==> config.mk <==
export PLATFORM = sky130hd
export DESIGN_NAME = drop_oldest_queue_admission_unit
export DESIGN_NICKNAME = d
export VERILOG_FILES = /design/src/design/doqa_pkg.sv /design/src/design/doqa_store.sv /design/src/design/doqa_unit.sv /design/src/design/doqa_ctrl.sv /design/src/design/drop_oldest_queue_admission_unit.sv
export VERILOG_INCLUDE_DIRS = /design/src /design/src/design
export SDC_FILE = /design/constraint.sdc
export NUM_CORES = 2
export LEC_CHECK = 0
export ABC_CLOCK_PERIOD_IN_PS = 11500
export BUFFER_PORTS_ARGS = -buffer_cell sky130_fd_sc_hd__buf_4
export CORE_ASPECT_RATIO = 1.75
export CORE_MARGIN = 8
export CORE_UTILIZATION = 35
export DETAILED_ROUTE_END_ITERATION = 8
export SLEW_MARGIN = 5
export SYNTH_ARGS = -nofsm -noshare
export SYNTH_HDL_FRONTEND = slang
export SYNTH_HIERARCHICAL = 1
export SYNTH_SLANG_ARGS = --single-unit
export TNS_END_PERCENT = 10
==> constraint.sdc <==
create_clock -name i_clk -period 11.5 [get_ports i_clk]
set_clock_uncertainty 0.15 [all_clocks]
set_input_delay 2.3 -clock i_clk [delete_from_list [all_inputs] [get_ports i_clk]]
set_output_delay 2.3 -clock i_clk [all_outputs]
set_load 0.01 [all_outputs]
==> src/design/drop_oldest_queue_admission_unit_assert.svh <==
// Assertion macros for the drop-oldest queue admission unit
`ifndef DROP_OLDEST_QUEUE_ADMISSION_UNIT_ASSERT_SVH
`define DROP_OLDEST_QUEUE_ADMISSION_UNIT_ASSERT_SVH

// cond holds at every edge out of reset
`define DOQA_CHECK(label, cond) \
    label: assert property (@(posedge i_clk) disable iff (!i_rst_n) (cond)) \
        else $error("doqa check failed");

// ante at one edge implies cons at the next
`define DOQA_CHECK_NEXT(label, ante, cons) \
    label: assert property (@(posedge i_clk) disable iff (!i_rst_n) (ante) |=> (cons)) \
        else $error("doqa check failed");

`endif

==> src/design/doqa_pkg.sv <==
// Shared constants, types and state encoding for the admission queue
package doqa_pkg;

    localparam int DEPTH      = 64;
    localparam int AW         = (DEPTH > 1) ? $clog2(DEPTH) : 1;
    localparam int CNT_W      = $clog2(DEPTH + 1);
    localparam int TAIL_W     = CNT_W + 1;
    localparam int SIZE_W     = 32;
    localparam int BYTE_W     = SIZE_W + CNT_W;
    localparam int MSG_W      = 7;
    localparam int CMP_W      = (CNT_W > MSG_W) ? CNT_W : MSG_W;
    localparam int OUT_BYTE_W = 38;
    localparam int CFG_IDX_W  = 2;
    localparam int LAST_SLOT  = DEPTH - 1;

    localparam logic [CNT_W-1:0]  FULL_COUNT = DEPTH[CNT_W-1:0];
    localparam logic [TAIL_W-1:0] DEPTH_TAIL = DEPTH[TAIL_W-1:0];
    localparam logic [AW-1:0]     HEAD_LAST  = LAST_SLOT[AW-1:0];

    localparam logic [CFG_IDX_W-1:0] CFG_MSG_LIMIT  = 2'd0;
    localparam logic [CFG_IDX_W-1:0] CFG_BYTE_LIMIT = 2'd1;

    localparam logic [MSG_W-1:0]  MSG_LIMIT_RST  = 7'd64;
    localparam logic [SIZE_W-1:0] BYTE_LIMIT_RST = 32'd1048576;

    localparam logic OP_PUSH = 1'b0;
    localparam logic OP_POP  = 1'b1;

    typedef enum logic [2:0] {
        S_IDLE,
        S_CHECK,
        S_EVICT,
        S_BYPASS,
        S_POP_RD,
        S_POP,
        S_DONE
    } t_state;

    typedef struct packed {
        logic op;
        logic bypass;
        logic need_room;
        logic empty;
        logic full;
        logic out_busy;
    } t_stat;

    typedef struct packed {
        logic in_ready;
        logic unit_sub;
        logic append;
        logic remove;
        logic drop;
        logic evict;
        logic pop;
        logic load_out;
    } t_ctrl;

endpackage

==> src/design/doqa_store.sv <==
// Size store: one write port, one registered read port
module doqa_store (
    input  logic                           i_clk,
    input  logic                           i_we,
    input  logic [doqa_pkg::AW-1:0]        i_waddr,
    input  logic [doqa_pkg::SIZE_W-1:0]    i_wdata,
    input  logic [doqa_pkg::AW-1:0]        i_raddr,
    output logic [doqa_pkg::SIZE_W-1:0]    o_rdata
);

    logic [doqa_pkg::SIZE_W-1:0] r_mem [doqa_pkg::DEPTH];

    always_ff @(posedge i_clk) begin
        if (i_we) begin
            r_mem[i_waddr] <= i_wdata;
        end
    end

    always_ff @(posedge i_clk) begin
        o_rdata <= r_mem[i_raddr];
    end

endmodule

==> src/design/doqa_unit.sv <==
// Shared byte-total adder/subtractor with budget compare
module doqa_unit (
    input  logic [doqa_pkg::BYTE_W-1:0] i_acc,
    input  logic [doqa_pkg::SIZE_W-1:0] i_opnd,
    input  logic                        i_sub,
    input  logic [doqa_pkg::SIZE_W-1:0] i_limit,
    output logic [doqa_pkg::BYTE_W-1:0] o_result,
    output logic                        o_over
);

    logic [doqa_pkg::BYTE_W-1:0] w_opnd;

    assign w_opnd   = (doqa_pkg::BYTE_W)'(i_opnd);
    assign o_result = i_sub ? (i_acc - w_opnd) : (i_acc + w_opnd);
    assign o_over   = o_result > (doqa_pkg::BYTE_W)'(i_limit);

endmodule

==> src/design/doqa_ctrl.sv <==
// Sequencer for push, evict, bypass and pop steps
module doqa_ctrl (
    input  logic            i_clk,
    input  logic            i_rst_n,
    input  logic            i_in_valid,
    input  doqa_pkg::t_stat i_stat,
    output doqa_pkg::t_ctrl o_ctrl
);

    doqa_pkg::t_state r_state;
    doqa_pkg::t_state n_state;

    always_ff @(posedge i_clk) begin
        if (!i_rst_n) begin
            r_state <= doqa_pkg::S_IDLE;
        end else begin
            r_state <= n_state;
        end
    end

    always_comb begin
        n_state = r_state;
        case (r_state)
            doqa_pkg::S_IDLE: begin
                if (i_in_valid) begin
                    if (i_stat.op == doqa_pkg::OP_POP) begin
                        n_state = doqa_pkg::S_POP_RD;
                    end else if (i_stat.bypass) begin
                        n_state = doqa_pkg::S_BYPASS;
                    end else begin
                        n_state = doqa_pkg::S_CHECK;
                    end
                end
            end
            doqa_pkg::S_CHECK: begin
                if (i_stat.need_room && !i_stat.empty) begin
                    n_state = doqa_pkg::S_EVICT;
                end else begin
                    n_state = doqa_pkg::S_DONE;
                end
            end
            doqa_pkg::S_EVICT:  n_state = doqa_pkg::S_CHECK;
            doqa_pkg::S_BYPASS: n_state = doqa_pkg::S_DONE;
            doqa_pkg::S_POP_RD: begin
                n_state = i_stat.empty ? doqa_pkg::S_DONE : doqa_pkg::S_POP;
            end
            doqa_pkg::S_POP:    n_state = doqa_pkg::S_DONE;
            doqa_pkg::S_DONE: begin
                if (!i_stat.out_busy) begin
                    n_state = doqa_pkg::S_IDLE;
                end
            end
            default:            n_state = doqa_pkg::S_IDLE;
        endcase
    end

    always_comb begin
        o_ctrl = '0;
        case (r_state)
            doqa_pkg::S_IDLE: begin
                o_ctrl.in_ready = 1'b1;
            end
            doqa_pkg::S_CHECK: begin
                if (!i_stat.need_room) begin
                    o_ctrl.append = 1'b1;
                end else if (i_stat.empty) begin
                    o_ctrl.drop = 1'b1;
                end
            end
            doqa_pkg::S_EVICT: begin
                o_ctrl.unit_sub = 1'b1;
                o_ctrl.remove   = 1'b1;
                o_ctrl.drop     = 1'b1;
                o_ctrl.evict    = 1'b1;
            end
            doqa_pkg::S_BYPASS: begin
                if (i_stat.full) begin
                    o_ctrl.drop = 1'b1;
                end else begin
                    o_ctrl.append = 1'b1;
                end
            end
            doqa_pkg::S_POP_RD: begin
                o_ctrl = '0;
            end
            doqa_pkg::S_POP: begin
                o_ctrl.unit_sub = 1'b1;
                o_ctrl.remove   = 1'b1;
                o_ctrl.pop      = 1'b1;
            end
            doqa_pkg::S_DONE: begin
                o_ctrl.load_out = !i_stat.out_busy;
            end
            default: begin
                o_ctrl = '0;
            end
        endcase
    end

endmodule

==> src/design/drop_oldest_queue_admission_unit.sv <==
// Top level of the drop-oldest queue admission unit.
// A push goes from CHECK to DONE, with an EVICT and a fresh CHECK per evicted entry
// through the shared adder; a bypass push uses BYPASS, a pop POP_RD and POP (no POP on
// an empty queue). A new item is taken only back in IDLE; output stalls hold DONE.
// Synchronous active-low reset empties the queue, clears the drop counter and
// restores the message limit to 64 and the byte limit to 1048576; no clearing pass.
module drop_oldest_queue_admission_unit (
    input  logic                                i_clk,
    input  logic                                i_rst_n,
    input  logic                                i_in_valid,
    output logic                                o_in_stall,
    input  logic                                i_op,
    input  logic [doqa_pkg::SIZE_W-1:0]         i_payload_size,
    input  logic                                i_bypass,
    output logic                                o_out_valid,
    input  logic                                i_out_stall,
    output logic                                o_accepted,
    output logic [doqa_pkg::MSG_W-1:0]          o_evicted,
    output logic                                o_pop_valid,
    output logic [doqa_pkg::SIZE_W-1:0]         o_pop_size,
    output logic [doqa_pkg::MSG_W-1:0]          o_entry_count,
    output logic [doqa_pkg::OUT_BYTE_W-1:0]     o_byte_total,
    output logic [doqa_pkg::SIZE_W-1:0]         o_dropped_total,
    input  logic                                i_cfg_valid,
    output logic                                o_cfg_ready,
    input  logic [doqa_pkg::CFG_IDX_W-1:0]      i_cfg_index,
    input  logic [doqa_pkg::SIZE_W-1:0]         i_cfg_data
);

`include "drop_oldest_queue_admission_unit_assert.svh"

    doqa_pkg::t_stat w_stat;
    doqa_pkg::t_ctrl w_ctrl;

    logic [doqa_pkg::MSG_W-1:0]  r_msg_limit;
    logic [doqa_pkg::SIZE_W-1:0] r_byte_limit;

    logic [doqa_pkg::AW-1:0]     r_head;
    logic [doqa_pkg::CNT_W-1:0]  r_occ;
    logic [doqa_pkg::BYTE_W-1:0] r_bytes;
    logic [doqa_pkg::SIZE_W-1:0] r_drops;

    logic [doqa_pkg::SIZE_W-1:0] r_size;
    logic                        r_acc;
    logic [doqa_pkg::CNT_W-1:0]  r_evict;
    logic                        r_popv;
    logic [doqa_pkg::SIZE_W-1:0] r_pops;
    logic                        r_out_valid;

    logic                        w_in_accept;
    logic [doqa_pkg::SIZE_W-1:0] w_rdata;
    logic [doqa_pkg::SIZE_W-1:0] w_opnd;
    logic [doqa_pkg::BYTE_W-1:0] w_result;
    logic                        w_over;
    logic                        w_limit_hit;
    logic [doqa_pkg::TAIL_W-1:0] w_tail_sum;
    logic [doqa_pkg::TAIL_W-1:0] w_tail;

    assign o_cfg_ready = 1'b1;
    assign o_in_stall  = !w_ctrl.in_ready;
    assign w_in_accept = i_in_valid && w_ctrl.in_ready;

    always_ff @(posedge i_clk) begin
        if (!i_rst_n) begin
            r_msg_limit  <= doqa_pkg::MSG_LIMIT_RST;
            r_byte_limit <= doqa_pkg::BYTE_LIMIT_RST;
        end else if (i_cfg_valid) begin
            if (i_cfg_index == doqa_pkg::CFG_MSG_LIMIT) begin
                r_msg_limit <= i_cfg_data[doqa_pkg::MSG_W-1:0];
            end else if (i_cfg_index == doqa_pkg::CFG_BYTE_LIMIT) begin
                r_byte_limit <= i_cfg_data;
            end
        end
    end

    // effective limit is min(message limit, DEPTH)
    assign w_limit_hit = ((doqa_pkg::CMP_W)'(r_occ) >= (doqa_pkg::CMP_W)'(r_msg_limit))
                      || (r_occ == doqa_pkg::FULL_COUNT);

    // op and bypass are only looked at in IDLE, straight from the input ports
    assign w_stat.op        = i_op;
    assign w_stat.bypass    = i_bypass;
    assign w_stat.need_room = w_limit_hit || w_over;
    assign w_stat.empty     = (r_occ == '0);
    assign w_stat.full      = (r_occ == doqa_pkg::FULL_COUNT);
    assign w_stat.out_busy  = r_out_valid && i_out_stall;

    doqa_ctrl u_ctrl (
        .i_clk      (i_clk),
        .i_rst_n    (i_rst_n),
        .i_in_valid (i_in_valid),
        .i_stat     (w_stat),
        .o_ctrl     (w_ctrl)
    );

    assign w_opnd = w_ctrl.unit_sub ? w_rdata : r_size;

    doqa_unit u_unit (
        .i_acc    (r_bytes),
        .i_opnd   (w_opnd),
        .i_sub    (w_ctrl.unit_sub),
        .i_limit  (r_byte_limit),
        .o_result (w_result),
        .o_over   (w_over)
    );

    assign w_tail_sum = (doqa_pkg::TAIL_W)'(r_head) + (doqa_pkg::TAIL_W)'(r_occ);
    assign w_tail     = (w_tail_sum >= doqa_pkg::DEPTH_TAIL)
                      ? (w_tail_sum - doqa_pkg::DEPTH_TAIL) : w_tail_sum;

    doqa_store u_store (
        .i_clk   (i_clk),
        .i_we    (w_ctrl.append),
        .i_waddr (w_tail[doqa_pkg::AW-1:0]),
        .i_wdata (r_size),
        .i_raddr (r_head),
        .o_rdata (w_rdata)
    );

    always_ff @(posedge i_clk) begin
        if (!i_rst_n) begin
            r_head      <= '0;
            r_occ       <= '0;
            r_bytes     <= '0;
            r_drops     <= '0;
            r_out_valid <= 1'b0;
        end else begin
            if (w_ctrl.append) begin
                r_occ   <= r_occ + (doqa_pkg::CNT_W)'(1);
                r_bytes <= w_result;
            end else if (w_ctrl.remove) begin
                r_head  <= (r_head == doqa_pkg::HEAD_LAST) ? '0
                         : r_head + (doqa_pkg::AW)'(1);
                r_occ   <= r_occ - (doqa_pkg::CNT_W)'(1);
                r_bytes <= w_result;
            end
            if (w_ctrl.drop && (r_drops != '1)) begin
                r_drops <= r_drops + (doqa_pkg::SIZE_W)'(1);
            end
            if (w_ctrl.load_out) begin
                r_out_valid <= 1'b1;
            end else if (!i_out_stall) begin
                r_out_valid <= 1'b0;
            end
        end
    end

    always_ff @(posedge i_clk) begin
        if (w_in_accept) begin
            r_size  <= i_payload_size;
            r_acc   <= 1'b0;
            r_evict <= '0;
            r_popv  <= 1'b0;
            r_pops  <= '0;
        end else begin
            if (w_ctrl.append) begin
                r_acc <= 1'b1;
            end
            if (w_ctrl.evict) begin
                r_evict <= r_evict + (doqa_pkg::CNT_W)'(1);
            end
            if (w_ctrl.pop) begin
                r_popv <= 1'b1;
                r_pops <= w_rdata;
            end
        end
    end

    always_ff @(posedge i_clk) begin
        if (w_ctrl.load_out) begin
            o_accepted      <= r_acc;
            o_evicted       <= (doqa_pkg::MSG_W)'(r_evict);
            o_pop_valid     <= r_popv;
            o_pop_size      <= r_pops;
            o_entry_count   <= (doqa_pkg::MSG_W)'(r_occ);
            o_byte_total    <= (doqa_pkg::OUT_BYTE_W)'(r_bytes);
            o_dropped_total <= r_drops;
        end
    end

    assign o_out_valid = r_out_valid;

    `DOQA_CHECK(a_occ_bound, r_occ <= doqa_pkg::FULL_COUNT)
    `DOQA_CHECK(a_empty_no_bytes, (r_occ != '0) || (r_bytes == '0))
    `DOQA_CHECK_NEXT(a_busy_after_accept, w_in_accept, o_in_stall)
    `DOQA_CHECK(a_one_store_update, !(w_ctrl.append && w_ctrl.remove))

endmodule
==> flow_metrics.tcl <==
set metrics [dict create \
    clock_latency_ps 860 \
    pin_count 194 \
    wire_per_inst_um 28.4 \
    synth_edf_count 2198 \
    slew_viol_final 0 \
    async_flop_share_pct 0 \
    cpMostUsedCell "nand2_1" \
    grtUsageTotal_pct 17.1 \
    hpwl_um 164000 \
    critPathArrivalTime_ps 11470 \
    dieArea_um2 288000 \
    min_path_type "register to register" \
    num_vias 47900 \
    wl_um 254000 \
    finalPower_uw 22500 \
    ant_nets 0 \
    sequentialPowerShare_pct 46.9 \
    grt_pass1_wl_um 362000 \
    die_w_um 409 \
    dieHeight_um 703 \
    reg2reg_to "r_occ[6]" \
    synth_top_family_by_area "multiplexers" \
    hp-start "r_pops[24]" \
    worstReg2RegStart "u_ctrl/r_state[1]" \
    overflow 0 \
    critPathCapture "r_occ[6]" \
    syn_nets 5045 \
    cts_max_path_buffers 4 \
    synthAdderAreaFrac_pct 1.27 \
    dpl_worst_slack_ps 205 \
    synth_warnings 6 \
    place_congestion 0.835 \
    min_period_over_period_pct 94.5 \
    dr.pass1.iters 7 \
    cp-start-kind "register" \
    cts_buffers 206 \
    drv_cap 0 \
    syn_area_um2 94500 \
    end_kind "register" \
    numClockSinks 2398 \
    critPathKind "register to register" \
    max-slew-margin-rel_pct 15.8 \
    outcome "complete, no violations" \
    fin_area_um2 108000 \
    cp-startpoint "u_ctrl/r_state[1]" \
    cts-htree-levels 4 \
    area_growth_pct 14.5 \
    p_leak_uw 0.0332 \
    portBuffers 192 \
    rsz0062_at_grt "false" \
    p_int_uw 16000 \
    synth_compound_area_share_pct 3.98 \
    grt_max_degree 105 \
    finalWorstSetupSlack_ps 632 \
    cp_max_fo 16 \
    setup_violations 0 \
    syn_inst 4878 \
    critPathSlowestCell "or4b_4" \
    fmax_ghz 0.0920 \
    synth.avg_cell_area_um2 19.4 \
    place_area_um2 102000 \
    cts_tree "built" \
    worst_path_largest_cell_delay_ps 630 \
    yosysSeqAreaShare_pct 74.1 \
    worst_slew_pin_slew_ps 1250 \
    drtIter0Drc 4384 \
    vias_per_cell 5.36 \
    synth-seq-cells 2398 \
    swShare_pct 28.9 \
    crit_buf_inv 4 \
    synthXorXnorAreaFrac_pct 0.853 \
    reg2reg_slack_ps 630 \
    hold_violations 0 \
    clockRootBuffer "clkbuf_16" \
    p_comb_share_pct 22.5 \
    clk_pin_slew_ps 70 \
    first_global_vias 49800 \
    synth_cell_types 94 \
    core_area_um2 269000 \
    crit_required_ps 12100 \
    cp.depth 42 \
    cp_top_family "simple AND/OR/NAND/NOR gates" \
    fin_crit_ps 10870 \
    fin_nets 5377 \
    rr_worst_depth 42 \
    fp-row-count 252 \
    synthFlopType "edfxtp_1" \
    synthSimpleGateAreaFrac_pct 3.54 \
    muxShareOfSynthArea_pct 14.7 \
    p_sw_uw 6510 \
    power_density_nw_per_um2 208 \
    ir_worst_vdd_mv 0.146 \
    grt_antenna_before_repair 9 \
    drive_above_1_share_pct 25.4 \
    clkPwrFrac_pct 30.6 \
    cts_hold_buf 0 \
    drcViolationCount 0 \
    start_util_pct 35.1 \
]
[registers in the layout, indices dropped and copies added, names as in the netlist, 7 cells and up]
signal and flops:
u_store/r_mem 2048, r_bytes 39, o_byte_total 38, o_dropped_total 32
o_pop_size 32, r_byte_limit 32, r_drops 32, r_pops 32
r_size 32, u_store/o_rdata 32, o_entry_count 7, o_evicted 7
r_evict 7, r_msg_limit 7, r_occ 7
[stage by stage]
step | util (%) | hold WS [ps] | TNS [ps] | instances
global placement | 37.8 | 266 | 0 | 8556
global route | 40.2 | 301 | 0 | 8932
finish | 40.2 | 285 | 0 | 8937
detailed placement | 37.8 | 272 | 0 | 8556
CTS | 40.2 | 286 | 0 | 8921
floorplan | - | 258 | -9430 | 4878
[per-layer routing]
layer	up-vias	wire length [um]	share of wire, %	track usage (%)
li1	20500	-	-	-
met1	25500	90800	36	19.1
met2	1524	139000	55	32.7
met3	402	11700	4.6	2.10
met4	4	12000	4.7	6.93
met5	-	33	0.013	0
[how the worst min path moves through the flow]
stage,end,slack [ps],cells past startpoint
2_1_floorplan,o_pop_size[0],260,0
3_3_place_gp,o_pop_size[5],270,0
3_5_place_dp,o_pop_size[5],270,0
4_1_cts,o_pop_size[24],290,0
5_1_grt,o_pop_size[28],300,0
6_report,o_pop_size[24],290,0
[worst reg2reg max path: cells and delay by family (launching register included)]
kind	cells	cell delay [ps]
and+or+nand+nor	20	5130
muxes	1	410
xor gates and xnor gates	3	370
DFF	1	320
AOI/OAI and AO/OA	11	2430
buffers and inverters	4	750
adders and majority gates	3	1210
[Yosys cell counts, types with 7 or more instances]
library cell     n  share of area [%]
nand2b_1        14              0.093
mux4_2         544                 13
or3_1           20               0.13
a22oi_1         12              0.095
xor2_1          19               0.18
a211oi_1        10              0.079
a31o_2           7              0.065
a21o_1          29               0.23
o21bai_1        11              0.087
nand3b_1         7              0.056
a31oi_1         13              0.086
buf_2           59               0.31
o31ai_1          7              0.056
and3_1          15              0.099
nor2b_1         31               0.21
nor2_1         242               0.96
o221ai_1        28               0.26
buf_1           27               0.11
mux2i_1        130                1.4
a21oi_1        140               0.74
and2_1          22               0.15
xnor2_1         73               0.68
dfxtp_1        200                4.2
inv_1           76               0.30
buf_6            9               0.11
o22ai_1         85               0.56
clkbuf_1       121               0.48
mux2_2          32               0.38
nand3_1         29               0.15
o21a_1          10              0.079
buf_4           29               0.23
nor3_1          25               0.13
nand4_1         21               0.14
nor4_1           7              0.046
ha_1            91                1.2
a21boi_0        80               0.64
edfxtp_1      2198                 70
nand2_1        226               0.90
o21ai_0         50               0.26
a311oi_1        10              0.093
[power groups by stage]
stage | clock, uW | sequential [uW] | combinational (uW)
after global placement | 0 | 10800 | 4960
after global routing | 7320 | 10600 | 5470
after detailed placement | 0 | 10800 | 5060
final | 6890 | 10600 | 5050
after floorplan | 0 | 10800 | 3210
after CTS | 7020 | 10600 | 5070
[what timing repair did]
item,CTS,global route
setup buffers,0,1
resized for setup,0,9
setup endpoints to repair,0,1944
[cell usage in the layout (no fill, tap or decap), types with 15 or more instances in the layout]
cell       synthesis  layout
dfxtp_1          200     195
nor2_4             0      63
nand3_1           29      29
or3_1             20      20
buf_4             29     327
and2_1            22      21
clkinv_1           0      37
clkinv_2           0      35
a21oi_1          140     140
a21boi_0          80      80
o22ai_1           85      85
clkbuf_1         121      40
bufinv_16          0      19
o21ai_0           50      50
nor2_1           242     179
ha_1              91      91
mux2i_1          130     130
nor2b_1           31      29
mux4_2           544     544
clkbuf_16          0     209
nor3_1            25      20
nand4_1           21      21
xor2_1            19      19
xnor2_1           73      73
inv_1             76      76
mux2_2            32      32
a21o_1            29      29
nand2_1          226     225
and3_1            15      15
buf_12             0      42
edfxtp_1        2198    2198
o221ai_1          28      28
[layout make-up]
type	count	area, um^2
sequential	2398	70000
antenna	14	35.0
clock buffer	254	5450
inverter	76	285
fill	23700	161000
tap	3556	4450
clock inverter	111	1050
timing repair buffer	369	3300
multi-input combinational	2159	23600
[logic make-up after synthesis]
logic type | after synthesis
flops | 2398
simple gates | 709
mux | 706
compound gates | 556
buf+inv | 322
fa+ha+maj | 94
xor+xnor | 92
other cells | 1
Note: power is estimated with default switching activity, not from simulation.
